[src/sv/assert_macros.svh]
`ifndef ASSERT_MACROS_SVH
`define ASSERT_MACROS_SVH

// Condition holds at every edge out of reset.
`define AST_ALWAYS(lbl, clk, rst_n, cond) \
    lbl: assert property (@(posedge clk) disable iff (!rst_n) (cond)) \
        else $error("assertion failed");

// Antecedent implies consequent in the same cycle.
`define AST_IMPL(lbl, clk, rst_n, ante, cons) \
    lbl: assert property (@(posedge clk) disable iff (!rst_n) (ante) |-> (cons)) \
        else $error("assertion failed");

`endif

[src/sv/xpbd_pkg.sv]
`default_nettype none
package xpbd_pkg;

    localparam int DEF_PARTICLES   = 1024;
    localparam int DEF_CONSTRAINTS = 1024;
    localparam int IDXW            = 10;

    localparam int DIV_NUMW  = 64;
    localparam int DIV_DENW  = 34;
    localparam int DIV_STEPW = 7;
    localparam int SQ_RADW   = 63;
    localparam int SQ_ROOTW  = 32;
    localparam int SQ_STEPS  = 32;

    localparam logic [31:0] TIME_STEP_RESET = 32'd1092;

    typedef enum logic [1:0] {
        OP_WRITE = 2'd0,
        OP_ADD   = 2'd1,
        OP_SOLVE = 2'd2,
        OP_READ  = 2'd3
    } t_op;

    typedef enum logic [0:0] {
        CFG_COMPLIANCE = 1'b0,
        CFG_TIME_STEP  = 1'b1
    } t_cfg;

    localparam logic [1:0] STATUS_OK   = 2'd0;
    localparam logic [1:0] STATUS_FULL = 2'd1;
    localparam logic [1:0] STATUS_SKIP = 2'd2;

    typedef enum logic [5:0] {
        ST_IDLE, ST_READ,
        ST_AT1_GO, ST_AT1_WT, ST_AT2_GO, ST_AT2_WT,
        ST_C_RD, ST_C_A, ST_C_B, ST_C_D,
        ST_SQX, ST_SQY, ST_SQ_GO, ST_SQ_WT,
        ST_NX_GO, ST_NX_WT, ST_NY_GO, ST_NY_WT,
        ST_IA_GO, ST_IA_WT, ST_IB_GO, ST_IB_WT,
        ST_W, ST_LM_GO, ST_LM_WT,
        ST_MTX, ST_MTY, ST_MAX, ST_MAY, ST_WA, ST_MBX, ST_MBY, ST_WB,
        ST_DONE
    } t_state;

    typedef struct packed {
        logic [31:0] x;
        logic [31:0] y;
        logic [31:0] ox;
        logic [31:0] oy;
        logic [31:0] m;
    } t_particle;

    typedef struct packed {
        logic [IDXW-1:0] a;
        logic [IDXW-1:0] b;
        logic [31:0]     rest;
    } t_cons;

    typedef struct packed {
        logic                 start;
        logic [DIV_STEPW-1:0] steps;
        logic [DIV_NUMW-1:0]  num;
        logic [DIV_DENW-1:0]  den;
    } t_div_req;

    typedef struct packed {
        logic               start;
        logic [SQ_RADW-1:0] rad;
    } t_sqrt_req;

endpackage
`default_nettype wire

[src/sv/xpbd_sqrt.sv]
`default_nettype none
module xpbd_sqrt
    import xpbd_pkg::*;
(
    input  wire logic                i_clk,
    input  wire logic                i_rst_n,
    input  wire t_sqrt_req           i_req,
    output logic                     o_done,
    output logic [SQ_ROOTW-1:0]      o_root
);

    localparam int CNTW = $clog2(SQ_STEPS + 1);

    logic [SQ_RADW-1:0] r_x;
    logic [SQ_RADW-1:0] r_r;
    logic [SQ_RADW-1:0] r_bit;
    logic [CNTW-1:0]    r_cnt;
    logic               r_busy;
    logic               r_done;

    logic [SQ_RADW-1:0] w_trial;
    logic               w_ge;

    always_comb begin
        w_trial = r_r + r_bit;
        w_ge    = r_x >= w_trial;
    end

    always_ff @(posedge i_clk) begin
        if (!i_rst_n) begin
            r_busy <= 1'b0;
            r_done <= 1'b0;
            r_cnt  <= '0;
        end else begin
            r_done <= 1'b0;
            if (i_req.start) begin
                r_busy <= 1'b1;
                r_cnt  <= CNTW'(SQ_STEPS);
            end else if (r_busy) begin
                r_cnt <= r_cnt - 1'b1;
                if (r_cnt == CNTW'(1)) begin
                    r_busy <= 1'b0;
                    r_done <= 1'b1;
                end
            end
        end
    end

    always_ff @(posedge i_clk) begin
        if (i_req.start) begin
            r_x   <= i_req.rad;
            r_r   <= '0;
            r_bit <= {1'b1, {(SQ_RADW-1){1'b0}}};
        end else if (r_busy) begin
            if (w_ge) begin
                r_x <= r_x - w_trial;
                r_r <= (r_r >> 1) + r_bit;
            end else begin
                r_r <= r_r >> 1;
            end
            r_bit <= r_bit >> 2;
        end
    end

    assign o_done = r_done;
    assign o_root = r_r[SQ_ROOTW-1:0];

endmodule
`default_nettype wire

[config.mk]
export PLATFORM = sky130hd
export DESIGN_NAME = xpbd_sqrt
export DESIGN_NICKNAME = d
export VERILOG_FILES = /design/src/sv/assert_macros.svh /design/src/sv/xpbd_pkg.sv /design/src/sv/xpbd_sqrt.sv
export SDC_FILE = /design/constraint.sdc
export NUM_CORES = 1
export LEC_CHECK = 0
export BUFFER_PORTS_ARGS = -buffer_cell sky130_fd_sc_hd__buf_2
export CORE_ASPECT_RATIO = 2
export CORE_MARGIN = 2
export CORE_UTILIZATION = 50
export DETAILED_ROUTE_END_ITERATION = 7
export PLACE_DENSITY = 0.75
export SLEW_MARGIN = 25
export SYNTH_ARGS = -nofsm -noshare
export SYNTH_HDL_FRONTEND = slang
export SYNTH_SLANG_ARGS = --single-unit
[constraint.sdc]
create_clock -name i_clk -period 24.5 [get_ports i_clk]
set_input_delay 2.45 -clock i_clk [delete_from_list [all_inputs] [get_ports i_clk]]
set_output_delay 2.45 -clock i_clk [all_outputs]
set_load 0.02 [all_outputs]
==> results.md <==
* Hold path endpoint: r_cnt[1]
* Placed instance count at 2373
* Initial core utilization at 50.8%
* CTS Buf Count at 17
* Final period util at 27.3%
* Cells after synthesis at 2002
* Endpoint class of the critical path: flip-flop
* Final hold vios at 0
* Drt first pass iters at 5
* Total Wirelength at 51.1 mm
* Mux cell area share after synthesis at 2.79%
* Async S/R FF share, synth at 0%
* Die area at 32800 um2
* Hold path startpoint: r_cnt[1]
* Area share of the largest cell type after synthesis at 13.2%
* Clock transition at path regs at 0.07 ns
* Via density per instance at 6.30
* H-tree levels at 4
* HP Class: reg -> reg
* Hold_buf cts at 0
* Syn Nets at 2198
* CP required at 24.86 ns
* Reg2reg path depth at 22
* Core Box Area at 30900 um2
* Rel. slew slack at 26.1%
* Largest family of logic cells by synthesized area: compound AO/OA/AOI/OAI gates
* Standby leakage power at 6.32 nW
* GP Congestion at 0.989
* Compound-Gate Fraction of Synth Area at 27.8%
* Row cnt at 91
* Ant diodes at 0
* Crit Path Class: reg -> reg
* PortBufs at 98
* Worst-skew pair later-pin latency at 0.46 ns
* DR vias at 15141
* CP startpoint kind: flip-flop
* Arr. time, crit path at 7.05 ns
* Layout cells sized above 1 at 10.1%
* Hold path depth at 2
* Post-DRT Antenna Nets at 0
* Detailed Route Iter0 Violations at 1052
* R2R Path Start: r_r[2]
* PwrDens at 97.7 nW/um2
* Largest net degree at the start of global routing at 89
* Final nets at 2171
* Share of the yosys chip area belonging to registers at 25.2%
* Post-Syn Area at 15700 um2
* Max Cap Violations at 0
* Post-cts sizing count at 0
* Vias in the first global route at 14995
* Slew Limit Fails at 0
* Post-route DRC at 0
* Sink Count at 166
* Post-CTS Setup Bufs at 0
* Layout Skew at 0.0136 ns
* Root Buffer: clkbuf_16
* VDD IR max at 0.0547 mV
* Most common cell after layout, fill and taps aside: nand2_1
* Post-layout util at 53.9%
* RSZ-0062 raised after global routing: no
* Clk buf depth at 2
* Final number of setup-violating endpoints at 0
* Xor/xnor cell area share of the yosys netlist at 8.72%
* Post-DP HPWL at 39.9 mm
* Commonest non-fill, non-tap cells in the layout: 236 x nand2_1, 185 x nor2_1, 142 x o21ai_0
* Synth Area in Adders at 10.4%
* Area contributors post-synth: dfxtp_1 13%, edfxtp_1 12%, ha_1 10%, nand2_1 5.7%, xnor2_1 4.6%
* Post-synth top flop: dfxtp_1
* Synth Area in Simple Gates at 19.0%
* Yosys warns at 0
* Distinct cells, synth at 96
* Initial antenna violation count at 0
* Post-route insts no fill at 2405
* Die width at 129 um
* Area growth, synth to finish at 6.20%
* Gr usage total at 30.7%
* Worst slew pin tran at 1.10 ns
* Yosys reg bits at 166
* Crit path time final at 6.69 ns
* Number of synthesized flops with an enable pin at 63
* First-pass GRT wire length at 78.0 mm
* Sum of negative setup slack at 0 ns
* Outcome: complete, no violations
* Mean post-synth cell area at 7.82 um2
* Critical Path Fanout Max at 20
* DR WL/cell at 21.2 um
* CTS tree: built
* R2R Setup Slk at 17.81 ns
* F_max at 149 MHz
* Synth area leader: dfxtp_1
* Die H at 254 um
* Worst reg2reg endpoint: r_r[52]
* Boundary Pins at 99
* Total grt overflow at 0
## worst max-delay path by stage
stage,start,depth (start not counted),endpoint
detailed placement,r_bit[0],21,r_x[1]
CTS,r_r[2],20,r_x[28]
finish,r_r[2],22,r_r[52]
global placement,r_r[2],20,r_x[28]
global route,r_bit[0],21,r_x[28]
floorplan,r_r[2],22,r_x[0]
## metrics by stage
stage,power [mW],hold WS (ns),instance area [um2],worst slack (ns)
floorplan,1.10,0.469,15700,14.89
global placement,1.32,0.482,16000,17.58
detailed placement,1.33,0.491,16000,17.42
CTS,1.61,0.501,16600,17.40
global route,1.72,0.560,16600,17.39
finish,1.63,0.499,16600,17.81
## routing by layer
| metal | vias up | share of wire (%) | global-route usage [%] |
|---|---|---|---|
| li1 | 7275 | - | - |
| met1 | 7122 | 34 | 28.3 |
| met2 | 517 | 53 | 57.3 |
| met3 | 227 | 3.7 | 3.78 |
| met4 | 0 | 9.5 | 27.5 |
| met5 | - | 0 | 0 |
## synth_stat cells, types with 7 or more instances
master and n:
o21ai_0 143, or3_1 13, a31oi_1 66, a221oi_1 13, o21a_1 17, nor2_1 185
o21bai_1 31, and2_1 17, buf_1 7, nor2b_1 16, a311oi_1 18, xnor2_1 83
a21boi_0 7, nor3_1 33, o211ai_1 14, o21ai_1 21, edfxtp_1 63, clkbuf_1 90
nand2_1 236, inv_1 49, and3_1 15, nand2b_1 12, nand3_1 37, buf_2 20
nand4_1 42, dfxtp_1 103, a211oi_1 35, a31o_2 15, ha_1 129, a21o_1 51
o31ai_1 13, mux2i_1 38, xor2_1 73, a21oi_1 130, buf_4 33
## state kept, by name (all words and copies together), names as in the netlist
signal	cells
o_done	1
r_bit	32
r_busy	1
r_cnt	6
r_r	63
r_x	63
## report_power, final
part           switching [mW]  total, mW  internal (mW)  leakage [nW]
sequential             0.0637      0.430          0.367          1.47
combinational           0.572      0.914          0.342          4.56
clock                   0.130      0.281          0.151         0.287
## worst max-delay path: stages (launching register included)
cell      delay (ns)
dfxtp_1         0.37
ha_1            0.36
a21o_1          0.15
a31oi_1         0.16
o311a_1         0.48
o31ai_1         0.35
a21oi_1         0.18
o31ai_1         0.54
a21boi_1        0.21
nor4_1          0.54
o21ai_1         0.18
xor2_1          0.17
ha_1            0.38
a21o_1          0.21
a21o_1          0.17
a21oi_1         0.26
o31a_1          0.21
o21a_1          0.13
buf_4           0.29
nand2_1         0.40
buf_4           0.37
mux2i_1         0.15
a221oi_1        0.31
## kinds of logic after synthesis
kind of cell	after synthesis
compound gates	653
mux	43
fa+ha+maj	130
buf+inv	206
flops	166
simple gates	648
xor+xnor	156
## layout make-up
| cell class | instances | area, um2 |
|---|---|---|
| Clock buffer | 20 | 468 |
| Fill cell | 2947 | 14200 |
| Multi-Input combinational cell | 1630 | 10800 |
| Sequential cell | 166 | 3960 |
| Clock inverter | 11 | 115 |
| Inverter | 51 | 191 |
| Tap cell | 418 | 523 |
| Timing Repair Buffer | 109 | 599 |
(Power assumes the default switching activity.)
