[src/sv/assert_macros.svh]
`ifndef ASSERT_MACROS_SVH
`define ASSERT_MACROS_SVH

// Condition holds at every edge out of reset.
`define AST_ALWAYS(lbl, clk, rst_n, cond) \
    lbl: assert property (@(posedge clk) disable iff (!rst_n) (cond)) \
        else $error("assertion failed");

// Antecedent implies consequent in the same cycle.
`define AST_IMPL(lbl, clk, rst_n, ante, cons) \
    lbl: assert property (@(posedge clk) disable iff (!rst_n) (ante) |-> (cons)) \
        else $error("assertion failed");

`endif

[src/sv/xpbd_pkg.sv]
`default_nettype none
package xpbd_pkg;

    localparam int DEF_PARTICLES   = 1024;
    localparam int DEF_CONSTRAINTS = 1024;
    localparam int IDXW            = 10;

    localparam int DIV_NUMW  = 64;
    localparam int DIV_DENW  = 34;
    localparam int DIV_STEPW = 7;
    localparam int SQ_RADW   = 63;
    localparam int SQ_ROOTW  = 32;
    localparam int SQ_STEPS  = 32;

    localparam logic [31:0] TIME_STEP_RESET = 32'd1092;

    typedef enum logic [1:0] {
        OP_WRITE = 2'd0,
        OP_ADD   = 2'd1,
        OP_SOLVE = 2'd2,
        OP_READ  = 2'd3
    } t_op;

    typedef enum logic [0:0] {
        CFG_COMPLIANCE = 1'b0,
        CFG_TIME_STEP  = 1'b1
    } t_cfg;

    localparam logic [1:0] STATUS_OK   = 2'd0;
    localparam logic [1:0] STATUS_FULL = 2'd1;
    localparam logic [1:0] STATUS_SKIP = 2'd2;

    typedef enum logic [5:0] {
        ST_IDLE, ST_READ,
        ST_AT1_GO, ST_AT1_WT, ST_AT2_GO, ST_AT2_WT,
        ST_C_RD, ST_C_A, ST_C_B, ST_C_D,
        ST_SQX, ST_SQY, ST_SQ_GO, ST_SQ_WT,
        ST_NX_GO, ST_NX_WT, ST_NY_GO, ST_NY_WT,
        ST_IA_GO, ST_IA_WT, ST_IB_GO, ST_IB_WT,
        ST_W, ST_LM_GO, ST_LM_WT,
        ST_MTX, ST_MTY, ST_MAX, ST_MAY, ST_WA, ST_MBX, ST_MBY, ST_WB,
        ST_DONE
    } t_state;

    typedef struct packed {
        logic [31:0] x;
        logic [31:0] y;
        logic [31:0] ox;
        logic [31:0] oy;
        logic [31:0] m;
    } t_particle;

    typedef struct packed {
        logic [IDXW-1:0] a;
        logic [IDXW-1:0] b;
        logic [31:0]     rest;
    } t_cons;

    typedef struct packed {
        logic                 start;
        logic [DIV_STEPW-1:0] steps;
        logic [DIV_NUMW-1:0]  num;
        logic [DIV_DENW-1:0]  den;
    } t_div_req;

    typedef struct packed {
        logic               start;
        logic [SQ_RADW-1:0] rad;
    } t_sqrt_req;

endpackage
`default_nettype wire

[src/sv/xpbd_div.sv]
`default_nettype none
module xpbd_div
    import xpbd_pkg::*;
(
    input  wire logic                i_clk,
    input  wire logic                i_rst_n,
    input  wire t_div_req            i_req,
    output logic                     o_done,
    output logic [DIV_NUMW-1:0]      o_quo
);

    logic [DIV_DENW:0]    r_rem;
    logic [DIV_NUMW-1:0]  r_quo;
    logic [DIV_DENW-1:0]  r_den;
    logic [DIV_STEPW-1:0] r_cnt;
    logic                 r_busy;
    logic                 r_done;

    logic [DIV_DENW:0]    w_sh;
    logic                 w_ge;
    logic [DIV_DENW:0]    w_diff;

    always_comb begin
        w_sh   = {r_rem[DIV_DENW-1:0], r_quo[DIV_NUMW-1]};
        w_ge   = w_sh >= {1'b0, r_den};
        w_diff = w_sh - {1'b0, r_den};
    end

    always_ff @(posedge i_clk) begin
        if (!i_rst_n) begin
            r_busy <= 1'b0;
            r_done <= 1'b0;
            r_cnt  <= '0;
        end else begin
            r_done <= 1'b0;
            if (i_req.start) begin
                r_busy <= 1'b1;
                r_cnt  <= i_req.steps;
            end else if (r_busy) begin
                r_cnt <= r_cnt - 1'b1;
                if (r_cnt == DIV_STEPW'(1)) begin
                    r_busy <= 1'b0;
                    r_done <= 1'b1;
                end
            end
        end
    end

    always_ff @(posedge i_clk) begin
        if (i_req.start) begin
            r_rem <= '0;
            r_quo <= i_req.num;
            r_den <= i_req.den;
        end else if (r_busy) begin
            r_rem <= w_ge ? w_diff : w_sh;
            r_quo <= {r_quo[DIV_NUMW-2:0], w_ge};
        end
    end

    assign o_done = r_done;
    assign o_quo  = r_quo;

endmodule
`default_nettype wire

[config.mk]
export PLATFORM = sky130hd
export DESIGN_NAME = xpbd_div
export DESIGN_NICKNAME = d
export VERILOG_FILES = /design/src/sv/assert_macros.svh /design/src/sv/xpbd_pkg.sv /design/src/sv/xpbd_div.sv
export SDC_FILE = /design/constraint.sdc
export NUM_CORES = 1
export LEC_CHECK = 0
export BUFFER_PORTS_ARGS = -buffer_cell sky130_fd_sc_hd__buf_2
export CORE_ASPECT_RATIO = 0.5
export CORE_MARGIN = 5
export CORE_UTILIZATION = 50
export DETAILED_ROUTE_END_ITERATION = 16
export GPL_ROUTABILITY_DRIVEN = 1
export PLACE_DENSITY_LB_ADDON = 0.12
export SLEW_MARGIN = 20
export SYNTH_ARGS = -nofsm -noshare
export SYNTH_HDL_FRONTEND = slang
export SYNTH_SLANG_ARGS = --single-unit
[constraint.sdc]
create_clock -name i_clk -period 3 [get_ports i_clk]
set_clock_uncertainty 0.05 [all_clocks]
set_input_delay 0.45 -clock i_clk [delete_from_list [all_inputs] [get_ports i_clk]]
set_output_delay 0.45 -clock i_clk [all_outputs]
set_load 0.1 [all_outputs]
==> results of run 1 <==
-- cell usage after synthesis, types with 4 or more instances --
cell type,instances
sky130_fd_sc_hd__a211oi_1,19
sky130_fd_sc_hd__a21o_1,17
sky130_fd_sc_hd__a21oi_1,43
sky130_fd_sc_hd__and3_1,4
sky130_fd_sc_hd__and4_1,4
sky130_fd_sc_hd__buf_4,5
sky130_fd_sc_hd__clkbuf_1,27
sky130_fd_sc_hd__dfxtp_1,43
sky130_fd_sc_hd__edfxtp_1,98
sky130_fd_sc_hd__ha_1,36
sky130_fd_sc_hd__inv_1,43
sky130_fd_sc_hd__mux2_2,64
sky130_fd_sc_hd__mux2i_1,21
sky130_fd_sc_hd__nand2_1,50
sky130_fd_sc_hd__nand2b_1,9
sky130_fd_sc_hd__nand3_1,15
sky130_fd_sc_hd__nand4_1,7
sky130_fd_sc_hd__nand4b_1,6
sky130_fd_sc_hd__nor2_1,59
sky130_fd_sc_hd__nor2b_1,4
sky130_fd_sc_hd__nor3_1,10
sky130_fd_sc_hd__o21a_1,7
sky130_fd_sc_hd__o21ai_0,21
sky130_fd_sc_hd__o221ai_1,10
sky130_fd_sc_hd__xnor2_1,21
sky130_fd_sc_hd__xor2_1,10
-- what timing repair did --
action	CTS	global route
setup buffers	0	2
setup endpoints to repair	1	26
gates resized for setup	1	15
pin swaps	0	5
-- stage by stage --
step	utilization [%]	instance area, um2
2_1_floorplan	-	7920
3_3_place_gp	58.5	9040
3_5_place_dp	58.5	9040
4_1_cts	62.0	9590
5_1_grt	62.6	9670
6_report	62.6	9670
-- cell type report --
class,count,area [um2]
antenna,2,5.00
clock buffer,17,425
clock inverter,14,119
fill,1267,5780
inverter,45,169
multi-input combinational,498,3810
sequential,141,3800
tap,204,255
timing repair buffer,197,1080
-- per-layer routing --
layer	up-vias	wire length (um)	track usage [%]
li1	3040	-	-
met1	2965	8320	26.3
met2	225	9010	32.6
met3	38	1690	8.24
met4	8	320	7.05
met5	-	42	0
-- report_power, final --
group | total, W | internal, W | switching (W) | leakage (nW)
clock | 0.00201 | 0.00114 | 0.000870 | 0.261
combinational | 0.00180 | 0.000532 | 0.00127 | 2.47
sequential | 0.00238 | 0.00229 | 0.0000947 | 1.33
-- sequential cells by signal (all words and copies together), names as in the netlist --
register  flops
o_quo        64
r_den        34
r_rem        34
r_cnt         7
o_done        1
r_busy        1
-- cell families (layout without fill, tap and decap cells) --
family | after synthesis | count (layout) | synth area share (%)
AND/OR/NAND/NOR | 182 | 182 | 11.2
flip-flops | 141 | 141 | 48.2
other | 0 | 2 | 0
AO/OA/AOI/OAI | 163 | 163 | 14.7
multiplexers | 85 | 85 | 11.8
XOR/XNOR | 31 | 31 | 3.44
buffers and inverters | 86 | 273 | 4.69
adder cells (fa/ha/maj) | 37 | 37 | 5.96
-- critical path: cells and delay by family, from the launching register on --
kind                       cells  cell delay (ps)
AOI/OAI and AO/OA              5             1320
adders and majority gates      1              400
buffers and inverters          1              190
DFF                            1              350
and+or+nand+nor                3              480
-- path summary, 6_finish.rpt --
path         startpoint         to  slack (ps)  cells past startpoint
max           r_rem[25]  r_rem[24]         100                     10
min           i_req[16]  r_den[16]         150                      1
max reg2reg   r_rem[25]  r_rem[24]         100                     10
min reg2reg    r_rem[2]   r_rem[2]         450                      2
==> results by group, run 1 <==
STA
  – Setup tns final: 0 ps
  – Worst Hold Margin: 147 ps
  – Smallest setup slack after layout: 105 ps
  – Fmax: 345 MHz
  – Part of the cycle the worst path needs: 96.5%
  – Count of final max-slew check failures: 0
  – Post-layout minimum cycle time: 2900 ps
  – Transition time at the pin with the least slew margin: 834 ps
  – Max-Slew Margin vs Limit: 44.4%
  – Number of hold violations in the final report: 0
  – Number of setup violations in the final report: 0

Cells and area
  – Commonest cells after routing, fill and taps aside: sky130_fd_sc_hd__buf_2, sky130_fd_sc_hd__edfxtp_1, sky130_fd_sc_hd__mux2_2
  – Area overhead of the layout relative to synthesis: 22.6%
  – Number of standard cells in the layout, taps in and fillers out: 1118
  – Commonest non-fill, non-tap cell in the layout: sky130_fd_sc_hd__buf_2
  – Layout cells sized above 1: 35.5%
  – Final net count: 1045

Setup path
  – Arrival @ worst endpoint: 3150 ps
  – Crit Path Category: flip-flop to flip-flop
  – Cells traversed along the worst timing path: ha_1 -> a21oi_1 -> o21ai_0 -> a2111oi_4 -> o31ai_1 -> o31a_1 -> buf_12 -> nand3_1 -> nor2_1 -> or3_1
  – Slowest-stage cell, CP: sky130_fd_sc_hd__ha_1
  – Critical path required time: 3260 ps
  – Endpoint kind of the worst setup timing path: flip-flop
  – Worst path max stage delay: 400 ps
  – Critical Path Fanout Max: 16
  – Type of origin of the critical path: flip-flop

Detailed routing
  – First-pass DRT Iterations: 5
  – Routed vias: 6276
  – Via-per-instance ratio: 5.61
  – DRC marker count from the first detailed-route iteration: 382
  – Final WL: 19.4 mm
  – Count of unresolved DRC violations after routing: 0
  – Detailed-route wire length per cell: 17.3 um
  – Post-detailed-route count of antenna-violating nets: 0

GRT
  – Gr ovfl total: 0
  – Via count of the first global-routing pass: 6123
  – Number of antenna violations at the first check in global routing: 5
  – Pin count of the biggest net entering global routing: 148
  – Total track usage: 20.7%
  – First-pass GRT wire length: 31.1 mm

Yosys
  – Post-synth EDFFs: 98
  – Cell count after synthesis: 725
  – Proportion of netlist area held by the largest area contributor: 37.3%
  – Share of flip-flops with an asynchronous set or reset after synthesis: 0%
  – Prevailing post-synth register cell: sky130_fd_sc_hd__edfxtp_1
  – #FFs+latches synth: 141
  – Post-synthesis average cell area: 10.9 um2
  – Number of synthesis warnings: 0
  – Seq/Total Area, Yosys: 48.2%
  – Netlist area before placement: 0.00789 mm2
  – Post-Synthesis Net Count: 870
  – Library cell occupying the most area in the post-synthesis netlist: sky130_fd_sc_hd__edfxtp_1
  – Cell types with the largest area share after synthesis: sky130_fd_sc_hd__edfxtp_1, sky130_fd_sc_hd__dfxtp_1, sky130_fd_sc_hd__mux2_2, sky130_fd_sc_hd__ha_1, sky130_fd_sc_hd__nor2_1
  – Unique cell type count in the Yosys netlist: 70

Placed design
  – Weighted congestion at the end of routability-driven global placement: 0.915
  – Final HPWL DP: 14.0 mm
  – Pre-CTS WS: 44.7 ps
  – Number of cells in the design after placement: 1083
  – Port Buffer Count: 172

Power
  – Power per cell area: 640 mW/mm2
  – Static leakage: 4.06 nW
  – Power, Total: 0.00619 W
  – Worst VDD drop: 0.000417 V

Floorplanning
  – DIE WIDTH: 188 um
  – Height of the die: 98.8 um
  – IO Count: 173
  – Die footprint: 0.0185 mm2
  – Initial cell density of the core: 51.1%
  – Count of standard-cell rows: 32
  – CORE AREA: 0.0155 mm2

CTS
  – Longest Clk Path Bufs: 2
  – H-tree depth reported by CTS: 4
  – Clk_lat worst skew: 420 ps
  – Number of clock buffers inserted by TritonCTS: 17
  – TritonCTS sink count: 141
  – Clk pin slew, worst setup/hold paths: 70 ps
  – TritonCTS clock tree: built
  – Cell at the root of the clock tree: sky130_fd_sc_hd__clkbuf_16
  – Hold buffer count at CTS: 0

Run status
  – Result of the run: complete, no violations

Hold path
  – Path class of the lowest-slack min-delay path: input pin to flip-flop

Flow run
  – Number of max-cap violations: 0
No activity file was read; power rests on OpenSTA's default activity.
==> run 2, diff against run 1 <==
CORE_UTILIZATION = 55   (was 50)
clock period = 2.7 ns   (was 3 ns; I/O delays follow)
==> results by group, run 2 (synthesis gave the netlist of run 1 again) <==
Run status
  – Result of the run: finished, violations left
  – Violations in the final reports: setup timing

Setup path
  – Critical Path Fanout Max: 9 (-7)
  – Flop2flop setup slack: -20 ps (-120 ps)
  – Cells traversed along the worst timing path: inv_1 -> ha_2 -> nand2_1 -> buf_4 -> nor3_1 -> a32o_2 -> a32o_1 -> o31a_1 -> buf_6 -> buf_12 -> mux2i_1 -> a211oi_1
  – Critical path required time: 2970 ps (-290 ps)
  – Endpoint kind of the worst setup timing path: flip-flop
  – Crit Path Category: flip-flop to flip-flop
  – Arrival @ worst endpoint: 2990 ps (-160 ps)
  – Worst path max stage delay: 360 ps (-40 ps)
  – Slowest-stage cell, CP: sky130_fd_sc_hd__edfxtp_1
  – Cell depth of the worst flop-to-flop path: 12 (+2)
  – Type of origin of the critical path: flip-flop

Floorplanning
  – Initial cell density of the core: 57.1% (+6.1 points)
  – IO Count: 173 (unchanged)
  – Height of the die: 94.7 um (-4.2%)
  – Die footprint: 0.0170 mm2 (-8.4%)
  – DIE WIDTH: 179 um (-4.4%)
  – CORE AREA: 0.0138 mm2 (-11%)
  – Count of standard-cell rows: 30 (-6.3%)

CTS
  – Number of clock buffers inserted by TritonCTS: 17 (unchanged)
  – Clk_lat worst skew: 420 ps (about the same)
  – TritonCTS clock tree: built
  – Longest Clk Path Bufs: 2 (unchanged)
  – Clk pin slew, worst setup/hold paths: 70 ps (about the same)
  – H-tree depth reported by CTS: 4 (unchanged)
  – Hold buffer count at CTS: 0 (unchanged)
  – TritonCTS sink count: 141 (unchanged)
  – Cell at the root of the clock tree: sky130_fd_sc_hd__clkbuf_16

GRT
  – Via count of the first global-routing pass: 6597 (+7.7%)
  – Total track usage: 24.7% (+4.0 points)
  – Pin count of the biggest net entering global routing: 118 (-20%)
  – Number of antenna violations at the first check in global routing: 2 (-3)
  – Gr ovfl total: 0 (unchanged)
  – First-pass GRT wire length: 32.8 mm (+5.4%)

Power
  – Switching part of the total: 35.0% (-1.1 points)
  – P_int: 0.00476 W (+20%)
  – Power per cell area: 689 mW/mm2 (+7.8%)
  – Share of power burned in the clock network: 32.3% (about the same)
  – Power, Total: 0.00733 W (+18%)
  – Portion of total power attributed to sequential cells: 36.2% (-2.3 points)
  – Combinational share of power: 31.5% (+2.4 points)
  – Switch Pwr: 0.00256 W (+15%)
  – Static leakage: 4.54 nW (+12%)
  – Worst VDD drop: 0.000581 V (+39%)

Cells and area
  – Flip-flop and latch area: 0.00380 mm2 (unchanged)
  – Core Util, Final: 76.9% (+14 points)
  – Number of standard cells in the layout, taps in and fillers out: 1186 (+6.1%)
  – Max FFs per register: 64 (unchanged)
  – Area taken by multi-input logic gates: 0.00411 mm2 (+7.9%)
  – Count of filler cells inserted in the layout: 919 (-27%)
  – Layout cells sized above 1: 44.8% (+9.2 points)
  – Commonest non-fill, non-tap cell in the layout: sky130_fd_sc_hd__buf_2
  – Post-route cell area: 0.0106 mm2 (+9.9%)
  – Final net count: 1126 (+7.8%)
  – Commonest cells after routing, fill and taps aside: sky130_fd_sc_hd__buf_2, sky130_fd_sc_hd__buf_4, sky130_fd_sc_hd__edfxtp_1
  – Antenna fix cells: 0 (-2)
  – Area overhead of the layout relative to synthesis: 34.7%

Placed design
  – Weighted congestion at the end of routability-driven global placement: 0.961 (+5.1%)
  – Port Buffer Count: 172 (unchanged)
  – Placed instance area: 0.00956 mm2 (+5.8%)
  – Number of cells in the design after placement: 1137 (+5.0%)
  – Final HPWL DP: 14.8 mm (+6.1%)

Detailed routing
  – Detailed-route wire length per cell: 18.0 um (+3.8%)
  – First-pass DRT Iterations: 5 (unchanged)
  – Final WL: 21.3 mm (+10%)
  – Count of unresolved DRC violations after routing: 0 (unchanged)
  – Via-per-instance ratio: 5.59 (-0.40%)
  – Routed vias: 6631 (+5.7%)
  – DRC marker count from the first detailed-route iteration: 460 (+20%)
  – Post-detailed-route count of antenna-violating nets: 0 (unchanged)

Flow run
  – Number of max-cap violations: 0 (unchanged)

STA
  – Part of the cycle the worst path needs: 101% (+4.2 points)
  – Number of setup violations in the final report: 2 (+2)
  – Number of hold violations in the final report: 0 (unchanged)
  – Smallest setup slack after layout: -19.0 ps (-124 ps)
  – Fmax: 368 MHz (+6.5%)
  – Max-Slew Margin vs Limit: 43.9% (-0.52 points)
  – Worst Hold Margin: 101 ps (-46.2 ps)
  – Count of final max-slew check failures: 0 (unchanged)
  – RSZ-0062 raised after global routing: true
  – Post-layout minimum cycle time: 2720 ps (-176 ps)
  – Transition time at the pin with the least slew margin: 842 ps (+7.79 ps)

Hold path
  – Path class of the lowest-slack min-delay path: input pin to flip-flop
  – Worst hold path stage count: 1 (unchanged)
## run 2: worst max-delay path: cells and delay by family, from the launching register on
| family | cells | cell delay [ps] |
|---|---|---|
| compound gates | 4 | 1100 |
| fa+ha+maj | 1 | 310 |
| buf+inv | 4 | 540 |
| flops | 1 | 360 |
| mux | 1 | 120 |
| simple gates | 2 | 160 |
## run 2: power groups by stage
stage | combinational (W) | clock (W) | sequential (W)
2_1_floorplan | 0.000835 | 0 | 0.00341
3_3_place_gp | 0.00209 | 0 | 0.00268
3_5_place_dp | 0.00212 | 0 | 0.00269
4_1_cts | 0.00217 | 0.00240 | 0.00265
5_1_grt | 0.00245 | 0.00252 | 0.00267
6_report | 0.00231 | 0.00237 | 0.00265
## run 2: path summary, 6_finish.rpt
| kind | start | end |
|---|---|---|
| worst min register to register | r_rem[15] | r_rem[15] |
| worst max-delay path | r_den[21] | r_rem[7] |
| worst min-delay path | i_req[26] | r_den[26] |
| worst max register to register | r_den[21] | r_rem[7] |
## run 2: final cells by class
type	count	share of cell area, %
inverter	45	1.59
clock inverter	8	1.01
sequential	141	35.8
multi-input combinational	498	38.7
tap	192	2.26
timing repair buffer	278	16.2
clock buffer	24	4.45
## run 2: repair_timing
action,CTS,global route
endpoints found under the setup margin,32,35
pin swaps,14,28
buffers inserted,4,13
gates resized for setup,17,58
## run 2: per-stage QoR
stage	setup WS [ps]	setup TNS [ps]
finish	-19.0	-35.7
global placement	-47.6	-305
detailed placement	-107	-1440
CTS	-20.4	-62.7
global route	-158	-2840
floorplan	-430	-5140
## run 2: per-layer routing
layer	routed length (um)	vias to the layer above	track usage [%]	part of all wire [%]
met4	349	4	6.78	1.6
li1	-	3205	-	-
met2	10700	217	42.8	50
met3	1590	40	7.92	7.4
met5	21	-	0	0.098
met1	8690	3165	29.9	41
==> run 3, diff against run 2 <==
CORE_MARGIN = default   (was 5)
==> results by group, run 3 (synthesis gave the netlist of run 1 again) <==
CTS
  – Number of clock buffers inserted by TritonCTS: 17 (unchanged)
  – TritonCTS sink count: 141 (unchanged)
  – Clk pin slew, worst setup/hold paths: 70 ps (about the same)
  – Cell at the root of the clock tree: sky130_fd_sc_hd__clkbuf_16
  – Longest Clk Path Bufs: 2 (unchanged)
  – TritonCTS clock tree: built
  – Clk_lat worst skew: 420 ps (about the same)
  – H-tree depth reported by CTS: 4 (unchanged)

Setup path
  – Arrival @ worst endpoint: 3080 ps (+90 ps)
  – Cell depth of the worst flop-to-flop path: 12 (unchanged)
  – Endpoint kind of the worst setup timing path: flip-flop
  – Worst reg2reg endpoint: r_rem[6]
  – Flop2flop setup slack: -100 ps (-80 ps)
  – Worst flop-to-flop path startpoint: r_den[28]
  – Type of origin of the critical path: flip-flop
  – Critical path required time: 2980 ps (about the same)
  – Critical Path Fanout Max: 12 (+3)
  – Crit Path Category: flip-flop to flip-flop

STA
  – Fmax: 357 MHz (-2.9%)
  – Transition time at the pin with the least slew margin: 848 ps (+6.15 ps)
  – Part of the cycle the worst path needs: 104% (+3.0 points)
  – Count of final max-slew check failures: 0 (unchanged)
  – Max-Slew Margin vs Limit: 43.5% (-0.41 points)
  – RSZ-0062 raised after global routing: true
  – Smallest setup slack after layout: -99.5 ps (-80.5 ps)
  – Number of setup violations in the final report: 22 (+20)
  – Setup tns final: -642 ps (-606 ps)
  – Number of hold violations in the final report: 0 (unchanged)
  – Post-layout minimum cycle time: 2800 ps (+80.5 ps)

Cells and area
  – Max FFs per register: 64 (unchanged)
  – Commonest non-fill, non-tap cell in the layout: sky130_fd_sc_hd__buf_2
  – Area overhead of the layout relative to synthesis: 33.9%
  – Antenna fix cells: 0 (unchanged)
  – Final net count: 1114 (-1.1%)
  – Commonest cells after routing, fill and taps aside: sky130_fd_sc_hd__buf_2, sky130_fd_sc_hd__edfxtp_1, sky130_fd_sc_hd__buf_4
  – Post-route cell area: 0.0106 mm2 (-0.62%)
  – Layout cells sized above 1: 44.6% (-0.17 points)
  – Count of filler cells inserted in the layout: 960 (+4.5%)
  – Number of standard cells in the layout, taps in and fillers out: 1174 (-1.0%)

Placed design
  – Port Buffer Count: 172 (unchanged)
  – Weighted congestion at the end of routability-driven global placement: 0.943 (-1.8%)
  – Final HPWL DP: 14.2 mm (-4.2%)
  – Number of cells in the design after placement: 1129 (-0.70%)
  – Placed instance area: 0.00951 mm2 (-0.59%)

Detailed routing
  – DRC marker count from the first detailed-route iteration: 461 (+0.22%)
  – Post-detailed-route count of antenna-violating nets: 0 (unchanged)
  – Final WL: 20.6 mm (-3.3%)
  – Count of unresolved DRC violations after routing: 0 (unchanged)
  – Routed vias: 6625 (-0.090%)
  – First-pass DRT Iterations: 4 (-1)
  – Via-per-instance ratio: 5.64 (+0.93%)
  – Detailed-route wire length per cell: 17.6 um (-2.3%)

Floorplanning
  – Count of standard-cell rows: 30 (unchanged)
  – IO Count: 173 (unchanged)
  – DIE WIDTH: 171 um (-4.5%)
  – Die footprint: 0.0149 mm2 (-13%)
  – Initial cell density of the core: 57.3% (+0.16 points)
  – CORE AREA: 0.0138 mm2 (-0.27%)
  – Height of the die: 86.7 um (-8.4%)

Run status
  – Violations in the final reports: setup timing
  – Result of the run: finished, violations left

GRT
  – Gr ovfl total: 0 (unchanged)
  – Total track usage: 27.8% (+3.1 points)
  – First-pass GRT wire length: 31.7 mm (-3.2%)
  – Pin count of the biggest net entering global routing: 105 (-11%)
  – Number of antenna violations at the first check in global routing: 3 (+1)
  – Via count of the first global-routing pass: 6509 (-1.3%)

Hold path
  – Worst hold path stage count: 1 (unchanged)
  – Worst Hold Launch: i_req[17]
  – Hold EP: r_den[17]
  – Path class of the lowest-slack min-delay path: input pin to flip-flop

Power
  – Static leakage: 4.49 nW (-1.2%)
  – Worst VDD drop: 0.000480 V (-17%)
  – Power, Total: 0.00723 W (-1.3%)
  – Power per cell area: 684 mW/mm2 (-0.72%)

Flow run
  – Number of max-cap violations: 0 (unchanged)
## run 3: worst max-delay path, cell delays in order (launching register included)
cell                       delay, ps
sky130_fd_sc_hd__edfxtp_1        370
sky130_fd_sc_hd__inv_1            60
sky130_fd_sc_hd__ha_1            240
sky130_fd_sc_hd__buf_4           190
sky130_fd_sc_hd__a21o_1          200
sky130_fd_sc_hd__a21oi_2         180
sky130_fd_sc_hd__o21ai_0         140
sky130_fd_sc_hd__a32o_1          230
sky130_fd_sc_hd__o31a_1          340
sky130_fd_sc_hd__buf_6           180
sky130_fd_sc_hd__buf_12          140
sky130_fd_sc_hd__mux2i_2         150
sky130_fd_sc_hd__a211oi_2        240
## run 3: layout make-up
cell class / instances / area [um2] / area share, %
repair buffers: 266 / 1670 / 15.8
well taps: 192 / 240 / 2.27
inverters: 45 / 169 / 1.60
clock buffers: 19 / 433 / 4.10
flip-flops and latches: 141 / 3810 / 36.1
multi-input cells: 498 / 4100 / 38.8
clock inverters: 13 / 138 / 1.30
## run 3: power by group
| part | internal, W | total, W | switching, W | leakage, nW |
|---|---|---|---|---|
| combinational | 0.000763 | 0.00228 | 0.00151 | 2.88 |
| clock | 0.00136 | 0.00231 | 0.000941 | 0.278 |
| sequential | 0.00254 | 0.00265 | 0.000108 | 1.33 |
| total | 0.00467 | 0.00723 | 0.00256 | 4.49 |
## run 3: worst max path at each step
stage,start,endpoint,cells past startpoint
floorplan,o_quo[63],r_rem[24],12
global placement,r_den[20],r_rem[26],10
detailed placement,r_den[20],r_rem[6],11
CTS,r_den[1],r_rem[16],11
global route,r_den[28],r_rem[6],12
finish,r_den[28],r_rem[6],12
## run 3: per-stage QoR
stage	setup slack (ps)	utilization (%)	hold slack, ps
floorplan	-430	-	401
global placement	-78.2	69.0	431
detailed placement	-154	69.0	448
CTS	-3.82	73.7	96.3
global route	-171	76.7	92.2
finish	-99.5	76.7	105
## run 3: timing repair
action                     4_1_cts  5_1_grt
gates resized for setup         23       56
hold buffers                     0        0
pin swaps                       10       30
setup endpoints to repair       32       35
gates cloned                     0        2
buffers inserted                 2        9
## run 3: metal layers
metal  global-route usage [%]  vias up  routed length, um  part of all wire [%]
li1                         -     3178                  -                     -
met1                     34.1     3171               8800                    43
met2                     48.1      228              10100                    49
met3                     7.58       42               1350                   6.5
met4                     8.36        6                330                   1.6
met5                        0        -                 38                  0.18
